**src/rtl/core/pal_pkg.sv**
```systemverilog
package pal_pkg;

  localparam int CAPACITY = 64;
  localparam int AW       = $clog2(CAPACITY);
  localparam int CW       = 7;
  localparam int DW       = 32;
  localparam int OPW      = 3;
  localparam int SW       = 2;

  localparam logic [CW-1:0] CAP_CNT = CW'(CAPACITY);

  typedef enum logic [OPW-1:0] {
    OP_INSERT = 3'd0,
    OP_REMOVE = 3'd1,
    OP_READ   = 3'd2,
    OP_LOCATE = 3'd3,
    OP_CLEAR  = 3'd4
  } pal_op_e;

  typedef enum logic [SW-1:0] {
    ST_OK       = 2'd0,
    ST_BADPOS   = 2'd1,
    ST_FULL     = 2'd2,
    ST_NOTFOUND = 2'd3
  } pal_status_e;

  typedef enum logic [2:0] {
    S_IDLE,
    S_CHECK,
    S_SHIFT_UP,
    S_PUT,
    S_SCAN,
    S_FINISH
  } pal_state_e;

  typedef struct packed {
    logic        accept;
    logic        start_ins;
    logic        start_scan;
    logic        step;
    logic        put;
    logic        shrink;
    logic        clear;
    logic        set_status;
    pal_status_e status_val;
    logic        emit;
  } pal_ctl_t;

  typedef struct packed {
    logic [OPW-1:0] op;
    logic           pos_ok;
    logic           full;
    logic           rd_go;
    logic           pend;
    logic           hit;
    logic           out_free;
  } pal_stat_t;

endpackage

```
**src/rtl/core/pal_ctrl.sv**
```systemverilog
module pal_ctrl (
  input  logic              clk_i,
  input  logic              rst_ni,
  input  logic              in_valid_i,
  output logic              in_stall_o,
  input  pal_pkg::pal_stat_t stat_i,
  output pal_pkg::pal_ctl_t  ctl_o
);
  import pal_pkg::*;

  pal_state_e state_q, state_d;

  always_ff @(posedge clk_i or negedge rst_ni) begin
    if (!rst_ni) begin
      state_q <= S_IDLE;
    end else begin
      state_q <= state_d;
    end
  end

  always_comb begin
    state_d = state_q;
    case (state_q)
      S_IDLE: begin
        if (in_valid_i) state_d = S_CHECK;
      end
      S_CHECK: begin
        case (stat_i.op)
          OP_INSERT: begin
            if (stat_i.pos_ok && !stat_i.full) state_d = S_SHIFT_UP;
            else state_d = S_FINISH;
          end
          OP_REMOVE, OP_READ: begin
            if (stat_i.pos_ok) state_d = S_SCAN;
            else state_d = S_FINISH;
          end
          OP_LOCATE: state_d = S_SCAN;
          default:   state_d = S_FINISH;
        endcase
      end
      S_SHIFT_UP: begin
        if (!stat_i.rd_go && !stat_i.pend) state_d = S_PUT;
      end
      S_PUT: state_d = S_FINISH;
      S_SCAN: begin
        if (stat_i.hit || (!stat_i.rd_go && !stat_i.pend)) state_d = S_FINISH;
      end
      S_FINISH: begin
        if (stat_i.out_free) state_d = S_IDLE;
      end
      default: state_d = S_IDLE;
    endcase
  end

  always_comb begin
    ctl_o      = '0;
    in_stall_o = 1'b1;
    case (state_q)
      S_IDLE: begin
        in_stall_o   = 1'b0;
        ctl_o.accept = in_valid_i;
      end
      S_CHECK: begin
        case (stat_i.op)
          OP_INSERT: begin
            if (!stat_i.pos_ok) begin
              ctl_o.set_status = 1'b1;
              ctl_o.status_val = ST_BADPOS;
            end else if (stat_i.full) begin
              ctl_o.set_status = 1'b1;
              ctl_o.status_val = ST_FULL;
            end else begin
              ctl_o.start_ins = 1'b1;
            end
          end
          OP_REMOVE, OP_READ: begin
            if (!stat_i.pos_ok) begin
              ctl_o.set_status = 1'b1;
              ctl_o.status_val = ST_BADPOS;
            end else begin
              ctl_o.start_scan = 1'b1;
            end
          end
          OP_LOCATE: begin
            ctl_o.start_scan = 1'b1;
            ctl_o.set_status = 1'b1;
            ctl_o.status_val = ST_NOTFOUND;
          end
          OP_CLEAR: ctl_o.clear = 1'b1;
          default: ;
        endcase
      end
      S_SHIFT_UP: ctl_o.step = 1'b1;
      S_PUT:      ctl_o.put = 1'b1;
      S_SCAN: begin
        ctl_o.step = 1'b1;
        if (!stat_i.hit && !stat_i.rd_go && !stat_i.pend && (stat_i.op == OP_REMOVE)) begin
          ctl_o.shrink = 1'b1;
        end
      end
      S_FINISH: ctl_o.emit = stat_i.out_free;
      default: ;
    endcase
  end

endmodule

```
**src/rtl/core/pal_dp.sv**
```systemverilog
module pal_dp (
  input  logic                              clk_i,
  input  logic                              rst_ni,
  input  logic [pal_pkg::OPW-1:0]           cmd_i,
  input  logic [pal_pkg::CW-1:0]            position_i,
  input  logic signed [pal_pkg::DW-1:0]     value_i,
  output logic                              out_valid_o,
  input  logic                              out_stall_i,
  output logic [pal_pkg::SW-1:0]            status_o,
  output logic signed [pal_pkg::DW-1:0]     data_out_o,
  output logic [pal_pkg::CW-1:0]            found_position_o,
  output logic [pal_pkg::CW-1:0]            item_count_o,
  input  pal_pkg::pal_ctl_t                 ctl_i,
  output pal_pkg::pal_stat_t                stat_o
);
  import pal_pkg::*;

  logic [DW-1:0] store_q [CAPACITY];

  logic [OPW-1:0] op_q;
  logic [CW-1:0]  pos_q;
  logic [DW-1:0]  val_q;
  logic [CW-1:0]  cnt_q, cnt_d;
  logic [CW-1:0]  idx_q, idx_d;
  logic [CW-1:0]  pa_q, pa_d;
  logic           pv_q, pv_d;
  logic [DW-1:0]  rdata_q;
  logic [DW-1:0]  data_q;
  logic [CW-1:0]  found_q;
  pal_status_e    status_q;
  logic           out_valid_q;
  logic [SW-1:0]  out_status_q;
  logic [DW-1:0]  out_data_q;
  logic [CW-1:0]  out_found_q;
  logic [CW-1:0]  out_count_q;

  logic           is_ins, is_rem, is_read, is_loc;
  logic [CW-1:0]  pos_m1;
  logic [CW-1:0]  scan_end;
  logic           rd_go;
  logic           rd_en;
  logic [AW-1:0]  rd_addr;
  logic           wr_en;
  logic [AW-1:0]  wr_addr;
  logic [DW-1:0]  wr_data;
  logic           first_rd;
  logic           hit;
  logic           out_free;

  assign is_ins   = (op_q == OP_INSERT);
  assign is_rem   = (op_q == OP_REMOVE);
  assign is_read  = (op_q == OP_READ);
  assign is_loc   = (op_q == OP_LOCATE);
  assign pos_m1   = pos_q - 1'b1;
  assign scan_end = is_read ? pos_q : cnt_q;
  assign rd_go    = is_ins ? (idx_q >= pos_q) : (idx_q < scan_end);
  assign rd_en    = ctl_i.step && rd_go;
  assign rd_addr  = is_ins ? AW'(idx_q - 1'b1) : AW'(idx_q);
  assign first_rd = (pa_q == pos_m1);
  assign hit      = pv_q && is_loc && (rdata_q == val_q);
  assign out_free = !out_valid_q || !out_stall_i;

  always_comb begin
    wr_en   = 1'b0;
    wr_addr = AW'(pos_m1);
    wr_data = rdata_q;
    if (ctl_i.put) begin
      wr_en   = 1'b1;
      wr_data = val_q;
    end else if (ctl_i.step && pv_q) begin
      if (is_ins) begin
        wr_en   = 1'b1;
        wr_addr = AW'(pa_q);
      end else if (is_rem && !first_rd) begin
        wr_en   = 1'b1;
        wr_addr = AW'(pa_q - 1'b1);
      end
    end
  end

  always_ff @(posedge clk_i) begin
    if (wr_en) store_q[wr_addr] <= wr_data;
    if (rd_en) rdata_q <= store_q[rd_addr];
  end

  always_comb begin
    idx_d = idx_q;
    pa_d  = pa_q;
    pv_d  = pv_q;
    cnt_d = cnt_q;
    if (ctl_i.start_ins) begin
      idx_d = cnt_q;
      pv_d  = 1'b0;
    end else if (ctl_i.start_scan) begin
      idx_d = is_loc ? '0 : pos_m1;
      pv_d  = 1'b0;
    end else if (ctl_i.step) begin
      pv_d = rd_go;
      if (rd_go) begin
        pa_d  = idx_q;
        idx_d = is_ins ? idx_q - 1'b1 : idx_q + 1'b1;
      end
    end
    if (ctl_i.put) cnt_d = cnt_q + 1'b1;
    else if (ctl_i.shrink) cnt_d = cnt_q - 1'b1;
    else if (ctl_i.clear) cnt_d = '0;
  end

  always_ff @(posedge clk_i or negedge rst_ni) begin
    if (!rst_ni) begin
      cnt_q       <= '0;
      pv_q        <= 1'b0;
      out_valid_q <= 1'b0;
    end else begin
      cnt_q <= cnt_d;
      pv_q  <= pv_d;
      if (ctl_i.emit) out_valid_q <= 1'b1;
      else if (!out_stall_i) out_valid_q <= 1'b0;
    end
  end

  always_ff @(posedge clk_i) begin
    idx_q <= idx_d;
    pa_q  <= pa_d;
    if (ctl_i.accept) begin
      op_q     <= cmd_i;
      pos_q    <= position_i;
      val_q    <= value_i;
      status_q <= ST_OK;
      data_q   <= '0;
      found_q  <= '0;
    end else begin
      if (ctl_i.set_status) status_q <= ctl_i.status_val;
      if (ctl_i.step && pv_q) begin
        if (is_read || (is_rem && first_rd)) data_q <= rdata_q;
        if (hit) begin
          found_q  <= pa_q + 1'b1;
          status_q <= ST_OK;
        end
      end
    end
    if (ctl_i.emit) begin
      out_status_q <= status_q;
      out_data_q   <= data_q;
      out_found_q  <= found_q;
      out_count_q  <= cnt_q;
    end
  end

  assign out_valid_o      = out_valid_q;
  assign status_o         = out_status_q;
  assign data_out_o       = out_data_q;
  assign found_position_o = out_found_q;
  assign item_count_o     = out_count_q;

  always_comb begin
    stat_o          = '0;
    stat_o.op       = op_q;
    stat_o.pos_ok   = is_ins ? ((pos_q != '0) && ({1'b0, pos_q} <= ({1'b0, cnt_q} + 1'b1)))
                             : ((pos_q != '0) && (pos_q <= cnt_q));
    stat_o.full     = (cnt_q >= CAP_CNT);
    stat_o.rd_go    = rd_go;
    stat_o.pend     = pv_q;
    stat_o.hit      = hit;
    stat_o.out_free = out_free;
  end

endmodule

```
**src/rtl/core/positional_array_list_unit.sv**
```systemverilog
// Channel   | Direction | Handshake                 | Payload
// request   | in        | in_valid_i / in_stall_o   | cmd_i, position_i, value_i
// result    | out       | out_valid_o / out_stall_i | status_o, data_out_o,
//           |           |                           | found_position_o, item_count_o
//
// One request at a time: in_stall_o stays high from acceptance until the result
// enters the output register. Insert and remove take longer the more entries
// shift, and locate the further along the list the match lies, if any.
// Every shift or compare step reads one entry of the store and writes at most one.
// Reset clears the count and the result valid flag; the store needs no clearing.
// A stalled result sits in the output register while the next request is taken.
module positional_array_list_unit (
  input  logic                          clk_i,
  input  logic                          rst_ni,
  input  logic                          in_valid_i,
  output logic                          in_stall_o,
  input  logic [pal_pkg::OPW-1:0]       cmd_i,
  input  logic [pal_pkg::CW-1:0]        position_i,
  input  logic signed [pal_pkg::DW-1:0] value_i,
  output logic                          out_valid_o,
  input  logic                          out_stall_i,
  output logic [pal_pkg::SW-1:0]        status_o,
  output logic signed [pal_pkg::DW-1:0] data_out_o,
  output logic [pal_pkg::CW-1:0]        found_position_o,
  output logic [pal_pkg::CW-1:0]        item_count_o
);
  import pal_pkg::*;

  pal_ctl_t  ctl;
  pal_stat_t stat;

  pal_ctrl u_ctrl (
    .clk_i      (clk_i),
    .rst_ni     (rst_ni),
    .in_valid_i (in_valid_i),
    .in_stall_o (in_stall_o),
    .stat_i     (stat),
    .ctl_o      (ctl)
  );

  pal_dp u_dp (
    .clk_i            (clk_i),
    .rst_ni           (rst_ni),
    .cmd_i            (cmd_i),
    .position_i       (position_i),
    .value_i          (value_i),
    .out_valid_o      (out_valid_o),
    .out_stall_i      (out_stall_i),
    .status_o         (status_o),
    .data_out_o       (data_out_o),
    .found_position_o (found_position_o),
    .item_count_o     (item_count_o),
    .ctl_i            (ctl),
    .stat_o           (stat)
  );

endmodule

```
**config.mk**
```make
export PLATFORM = sky130hd
export DESIGN_NAME = positional_array_list_unit
export DESIGN_NICKNAME = d
export VERILOG_FILES = /design/src/rtl/core/pal_pkg.sv /design/src/rtl/core/pal_ctrl.sv /design/src/rtl/core/pal_dp.sv /design/src/rtl/core/positional_array_list_unit.sv
export SDC_FILE = /design/constraint.sdc
export NUM_CORES = 2
export LEC_CHECK = 0
export CAP_MARGIN = 20
export CORE_MARGIN = 1.5
export CORE_UTILIZATION = 35
export CTS_BUF_LIST = sky130_fd_sc_hd__clkbuf_8
export CTS_CLUSTER_DIAMETER = 100
export DETAILED_ROUTE_END_ITERATION = 8
export DONT_BUFFER_PORTS = 1
export HOLD_SLACK_MARGIN = 0.06
export SLEW_MARGIN = 20
export SYNTH_ARGS = -nofsm -noshare
export SYNTH_HDL_FRONTEND = slang
export SYNTH_SLANG_ARGS = --single-unit
```
**constraint.sdc**
```tcl
create_clock -name clk_i -period 8.47 [get_ports clk_i]
set_input_delay 1.2705 -clock clk_i [delete_from_list [all_inputs] [get_ports clk_i]]
set_output_delay 1.2705 -clock clk_i [all_outputs]
set_load 0.03 [all_outputs]
```
Word level (Yosys, flattened, before mapping)
Memories as Yosys holds them, arrays and structs flattened. A register that Yosys moved wholly into a read port is not among the register bits.
Cells that the tools add are included.
Widths: inputs -> output; s select.
{ "totals": {"regBits": 157, "ramBits": 2048, "input_bits": 46, "out_inout_bits": 50, "elab_cells": 143, "n_memories": 1} }
{ "classes": {"add_sub_neg": 8, "n_lt_le_gt_ge": 5, "n_eq_ne": 16, "n_mux": 59, "n_bitwise": 2, "reduce_logical": 36} }
{ "memory_table": {"columns": ["name", "depth", "width", "read_ports", "rd_clocked_by_memory_dff", "write_ports", "line_no", "source"], "rows": [
  ["u_dp.store_q", 64, 32, 1, 1, 1, "pal_dp.sv:18", "logic [DW-1:0] store_q [CAPACITY];"]
]} }
{ "op_table": {"columns": ["op", "count"], "rows": [
  ["$mux 7", 10],
  ["$eq 32x32->1", 1],
  ["$mux 32", 1],
  ["$mux 6", 5],
  ["$mux 1", 26],
  ["$mux 3", 8],
  ["$add 7x1->7 const B", 3],
  ["$sub 7x1->7 const B", 3],
  ["$pmux 3 s3", 2],
  ["$pmux 3 s6", 1],
  ["$logic_and 1x1->1", 13],
  ["$eq 3x2->1 const B", 4],
  ["$eq 3x3->1 const B", 3],
  ["$reduce_bool 3->1", 3],
  ["$add 7x1->8 const B", 1],
  ["$le 7x8->1", 1],
  ["$mux 2", 4],
  ["$ne 2x1->1 const B", 4],
  ["$reduce_and 4->1", 2],
  ["$eq 7x7->1", 1],
  ["$ge 7x7->1", 1],
  ["$ge 7x7->1 const B", 1],
  ["$le 7x7->1", 1],
  ["$logic_not 1->1", 7],
  ["12 further kinds", 20]
]} }

Depth between registers and ports, before layout
{ "depth": {"ltp_word": 12, "ltp_mapped": 16, "mapped_depth_nobuf": 13} }

Modules after synthesis
From an unflattened synthesis, not the netlist that was laid out.
{ "unflattened": {"hier_cells": 4257, "area_unflattened_um2": 87094.8} }
{ "modules_own_cells": {"columns": ["mod", "instances", "cells_each", "area_each_um2", "seq_area_each_um2"], "rows": [
  ["pal_dp", 1, 4205, 86711.9, 66628.9],
  ["pal_ctrl", 1, 52, 382.9, 75.1]
]} }

Worst setup path after synthesis
No wires, ideal clock.
{ "synth_timing": {"kind": "register to register", "from": "reg u_dp.pos_q[0]", "to": "mem u_dp.store_q[24][0], enable pin", "setup_time_ns": 0.421, "t_arrival_ns": 4.652, "required_ns": 8.049, "slack_ns": 3.397, "path_stages_with_launch": 15, "path_buffers": 3, "synth_period_minus_slack_ns": 5.073, "cell_sequence": "edfxtp_1 -> clkbuf_2 -> inv_1 -> ha_1 -> or3b_1 -> buf_2 -> or3_1 -> mux2i_1 -> nor4b_4 -> or2_1 -> buf_6 -> a211oi_4 -> a211oi_2 -> nand3_2 -> nor2_1"} }
{ "synth_between": {"elab_chain_cells": 10, "word_cells_on_any_way": 14, "classes_between": "add/sub: 1; eq/ne: 1; mux: 10; reduce/logical: 2"} }
{ "synth_rtl": {"columns": ["item", "line_no", "source"], "rows": [
  ["start, declared", "pal_dp.sv:21", "logic [CW-1:0] pos_q;"],
  ["start signal, assigned", "pal_dp.sv:127", "pos_q <= position_i;"],
  ["$sub 7x1->7 (*)", "pal_dp.sv:54", "assign pos_m1 = pos_q - 1'b1;"],
  ["$eq 7x7->1", "pal_dp.sv:59", "assign first_rd = (pa_q == pos_m1);"],
  ["$logic_not 1->1", "pal_dp.sv:74", "end else if (is_rem && !first_rd) begin"],
  ["$logic_and 1x1->1", "pal_dp.sv:74", null],
  ["$mux 1", "pal_dp.sv:74", null],
  ["$mux 1", "pal_dp.sv:71", "if (is_ins) begin"],
  ["$mux 1", "pal_dp.sv:70", "end else if (ctl_i.step && pv_q) begin"],
  ["$mux 1", "pal_dp.sv:67", "if (ctl_i.put) begin"],
  ["$mux 1", "pal_dp.sv:82", "if (wr_en) store_q[wr_addr] <= wr_data;"],
  ["$mux 1 (implied by the code)", "pal_dp.sv:82", null],
  ["end, declared", "pal_dp.sv:18", null]
]} }
Mark *: on every way between the ends. The rest lies on a longest branch, timed or not.

Worst setup path after layout
{ "layout_timing": {"from": "reg u_dp.pos_q[0]", "to": "mem u_dp.store_q[44][11], enable pin"} }
The elaborated chain is that of the path after synthesis.

==> results.txt <==
The flow ran to the end, and the final reports show no timing, DRC or antenna violations. The first global-routing pass estimated 318,000 um of wire. The die width is just over 500 um. The routability-driven placement congestion ratio came out at roughly 0.87. The HPWL after detailed placement is between 100,000 and 150,000 um. The total power came out at between 30,000 and 40,000 uW.

The internal cell power is 22,400 uW. The routed length per instance came out at 28.4 um. The number of clock buffers added by TritonCTS is roughly 360. The number of nets at the end of the flow came out at between 4,000 and 5,000.

The maximum VDD drop is a little under 0.3 mV. The startpoint identified for the worst register-to-register timing path is u_dp.pos_q[0]. The final routed wirelength across all metal layers came out at 228,000 um. The largest total area in the synthesized netlist belongs to sky130_fd_sc_hd__edfxtp_1. The number of detailed-route iterations in the first pass is 6.

Setup repair after global routing left no endpoint under its margin. The register bit total from synthesis came out at around 2,200. The area of the die came out at about 250,000 um^2. The post-detailed-route via-to-cell ratio came out at between 5 and 6.

By area the synthesized netlist is led by sky130_fd_sc_hd__edfxtp_1, sky130_fd_sc_hd__mux4_2, sky130_fd_sc_hd__mux2i_1, sky130_fd_sc_hd__dfxtp_1, sky130_fd_sc_hd__nor2_1. The startpoint identified for the worst hold timing path is cmd_i[1]. The initial antenna violation count came out at 15. The maximum number of pins on one net before global-route repair came out at 130. The cell count after placement is roughly 7,400. The max-capacitance violation count is 0. The detailed router finished its first iteration with 5,067 violations.

The cell sitting at the root of the clock tree is a sky130_fd_sc_hd__clkbuf_8. The sequential element share of the synthesized area is 0.762. The count of non-filler cells in the finished layout came out at 8,023.

The worst slew margin relative to its limit came out at 0.242. The synthesized instance count came out at about 4,200. The summed negative setup slack over all endpoints came out at 0 ps. The number of sinks driven by the clock tree is between 2,000 and 2,500. The share of total power dissipated in combinational logic is 0.342. The CTS clock-pin slew for the worst setup and hold paths came out at 70 ps. The worst setup path is captured at a register. Input and output buffers added on the ports amount to 0. The number of endpoints failing setup at the final stage came out at 0. The total power density per cell area is around 350 nW/um^2. The data required time at the worst endpoint is 9120 ps. The count of synthesis-stage warnings from yosys came out at 0. The cell area after synthesis came out at 87,600 um^2. The net switching share of the total power is 0.363. The die is between 500 and 600 um tall. The setup slack of the worst register-to-register path came out at 2260 ps. The area growth from synthesis to layout came out at 13.3%. The actual slew at the worst max-slew pin came out at between 1000 and 1500 ps.

In this run the critical register-to-register path is captured at u_dp.store_q[44][11]. The synthesized area divided by synthesized cell count is about 21 um^2. The buffer depth of the longest clock path came out at 4. The number of placed I/O pins is 96. The number of remaining DRC errors is 0. The upper clock frequency limit came out at approximately 0.16 GHz. The starting density of the core is 0.352. The logic depth of the worst register-to-register path is 11. The setup skew after layout came out at about 110 ps. The top flip-flop cell by instance count after synthesis is sky130_fd_sc_hd__edfxtp_1. TritonCTS built the clock tree. The via total after detailed routing is 42,600. The share of the clock period used by the worst path after layout came out at 0.733. The core area came out at approximately 250,000 um^2. The final critical-path required period is between 6000 and 7000 ps. The leakage power figure came out at between 0.03 and 0.04 uW. The number of global-route vias before repair came out at around 42,000. Of the total power, the clock network draws 0.239.

The number of flops mapped to enable cells by yosys is roughly 2,200. For hold timing, the worst endpoint is u_dp.op_q[1]. The utilization of the core after routing is 0.399.

The number of endpoints with negative hold slack in the final report is 0. The biggest fanout along the worst timing path came out at 32. The tightest min-delay check is of the input port to register type.

The post-synthesis cell type count is 77. In this run the core area contains around 180 standard-cell rows. Of the cells placed in the final design, the portion with a size suffix greater than 1 is 0.259. The hold-critical path depth is 0.

Of the total power, registers draw 0.419. Summed over all nets, the switching power comes to about 13,000 uW. Clock latency on the worst-skew pair, taken at its later pin, is around 1100 ps. The setup path with the least slack is of type register to register. The total nets after synthesis is between 4,000 and 5,000. After synthesis, the share of flip-flops with an asynchronous set or reset is 0.00536.

The total overflow left after global routing is 0. The number of pins exceeding their max-slew limit in the final report is 0. The startpoint type of the worst setup path is a register.

The arrival time of data at the critical path endpoint came out at approximately 7000 ps. The area fraction of the dominant cell type after synthesis came out at 0.749. The total track usage came out at 0.178. The H-tree was split into 5 levels.

The count of nets left with antenna violations once routing finished came out at 0.
[cell usage after synthesis, types with 27 or more instances]
master / n
sky130_fd_sc_hd__edfxtp_1: 2184
sky130_fd_sc_hd__mux4_2: 512
sky130_fd_sc_hd__nor2_1: 206
sky130_fd_sc_hd__mux2i_1: 171
sky130_fd_sc_hd__a21oi_1: 152
sky130_fd_sc_hd__nand2_1: 145
sky130_fd_sc_hd__clkbuf_1: 123
sky130_fd_sc_hd__nor2b_1: 73
sky130_fd_sc_hd__buf_2: 71
sky130_fd_sc_hd__a211oi_1: 64
sky130_fd_sc_hd__mux2_2: 64
sky130_fd_sc_hd__xnor2_1: 47
sky130_fd_sc_hd__dfxtp_1: 41
sky130_fd_sc_hd__ha_1: 36
sky130_fd_sc_hd__o221ai_1: 35
sky130_fd_sc_hd__a22oi_1: 33
sky130_fd_sc_hd__inv_1: 27
[kinds of logic (layout without fill, tap and decap cells)]
kind of cell / Yosys count / in the layout / share of synthesized area
xor gates and xnor gates: 67 / 67 / 0.00701
adders and majority gates: 36 / 36 / 0.00514
DFF: 2237 / 2237 / 0.762
AOI/OAI and AO/OA: 359 / 359 / 0.0275
and+or+nand+nor: 509 / 509 / 0.0270
muxes: 747 / 747 / 0.159
buffers and inverters: 253 / 733 / 0.0123
other: 0 / 5 / 0
[metrics by stage]
stage                     hold WS [ps]  setup WS [ps]  instance area [um^2]
final                              271           2260                 99300
after floorplan                    402           3400                 87600
after CTS                          173           2330                 98800
after detailed placement           421           2410                 92400
after global placement             420           2430                 92100
after global routing               213           2050                 99300
[power groups by stage]
stage	clock, uW	combinational, uW	sequential [uW]
2_1_floorplan	0	7210	14700
3_3_place_gp	0	12000	14900
3_5_place_dp	0	12100	14900
4_1_cts	8560	12100	14700
5_1_grt	9000	12600	14700
6_report	8380	12000	14700
[worst max path at each step]
stage,to,slack [ps],from
floorplan,u_dp.store_q[24][0],3400,u_dp.pos_q[0]
global placement,u_dp.store_q[18][26],2430,u_dp.pos_q[0]
detailed placement,u_dp.store_q[45][29],2410,u_dp.pos_q[0]
CTS,u_dp.store_q[10][9],2330,u_dp.pos_q[0]
global route,u_dp.store_q[44][8],2050,u_dp.pos_q[0]
finish,u_dp.store_q[44][11],2260,u_dp.pos_q[0]
[what timing repair did]
action | in CTS | in global routing
hold buffers | 1 | 0
endpoints found under the setup margin | 0 | 0
gates resized for setup | 0 | 0
buffers inserted | 0 | 0
endpoints found under the hold margin | 12 | 0
[sequential cells by signal, indices dropped and copies added, names as in the netlist, 3 cells and up]
register,cells
u_dp.store_q,2048
u_dp.data_out_o,32
u_dp.data_q,32
u_dp.rdata_q,32
u_dp.val_q,32
u_dp.cnt_q,7
u_dp.found_position_o,7
u_dp.found_q,7
u_dp.idx_q,7
u_dp.item_count_o,7
u_dp.pa_q,7
u_dp.pos_q,7
u_ctrl.state_q,3
u_dp.op_q,3
[layer usage]
metal	part of all wire	vias to the layer above	track usage
li1	-	17900	-
met1	0.42	22600	0.247
met2	0.46	1807	0.272
met3	0.085	357	0.0406
met4	0.034	8	0.0657
met5	0.00024	-	0
[worst max-delay path, stage by stage (launching register included)]
cell	delay, ps
sky130_fd_sc_hd__edfxtp_1	550
sky130_fd_sc_hd__inv_1	230
sky130_fd_sc_hd__ha_1	210
sky130_fd_sc_hd__or3b_1	470
sky130_fd_sc_hd__or3_1	380
sky130_fd_sc_hd__mux2i_1	170
sky130_fd_sc_hd__nor4b_4	590
sky130_fd_sc_hd__mux2i_1	160
sky130_fd_sc_hd__a211o_1	290
sky130_fd_sc_hd__a31oi_1	790
sky130_fd_sc_hd__nand2_1	810
sky130_fd_sc_hd__nor2_4	1080
[cell usage in the layout (no fill, tap or decap), drive strengths merged, types with 4 or more instances in the layout]
| cell type | Yosys | final |
|---|---|---|
| edfxtp | 2184 | 2184 |
| nand2 | 149 | 149 |
| clkinvlp | 0 | 5 |
| clkinv | 1 | 114 |
| diode | 0 | 5 |
| and2 | 4 | 4 |
| o221ai | 38 | 38 |
| o21ai | 18 | 18 |
| a22oi | 33 | 33 |
| a21o | 5 | 5 |
| clkbuf | 125 | 377 |
| o21a | 4 | 4 |
| or2 | 5 | 5 |
| nor4 | 4 | 4 |
| a211oi | 66 | 66 |
| bufinv | 0 | 6 |
| nand4 | 10 | 10 |
| or3 | 7 | 7 |
| o31ai | 5 | 5 |
| a221o | 5 | 5 |
| nand2b | 5 | 5 |
| xnor2 | 47 | 47 |
| dfrtp | 12 | 12 |
| dfxtp | 41 | 41 |
| buf | 100 | 85 |
| a21oi | 152 | 152 |
| o211ai | 5 | 5 |
| mux2 | 64 | 64 |
| inv | 27 | 145 |
| a31oi | 5 | 5 |
| mux2i | 171 | 171 |
| mux4 | 512 | 512 |
| nor2b | 73 | 73 |
| ha | 36 | 36 |
| nor3 | 12 | 12 |
| o221a | 4 | 4 |
| nand3 | 19 | 19 |
| xor2 | 18 | 18 |
| nor2 | 207 | 207 |
[final cells by class]
type | count | area, um^2
Fill cell | 22100 | 149000
Sequential cell | 2237 | 66700
Multi-Input combinational cell | 1718 | 20600
Clock buffer | 377 | 5190
Tap cell | 3330 | 4170
Timing Repair Buffer | 86 | 1410
Clock inverter | 242 | 1120
Inverter | 28 | 105
Antenna cell | 5 | 12.5
(Power assumes the default switching activity.)
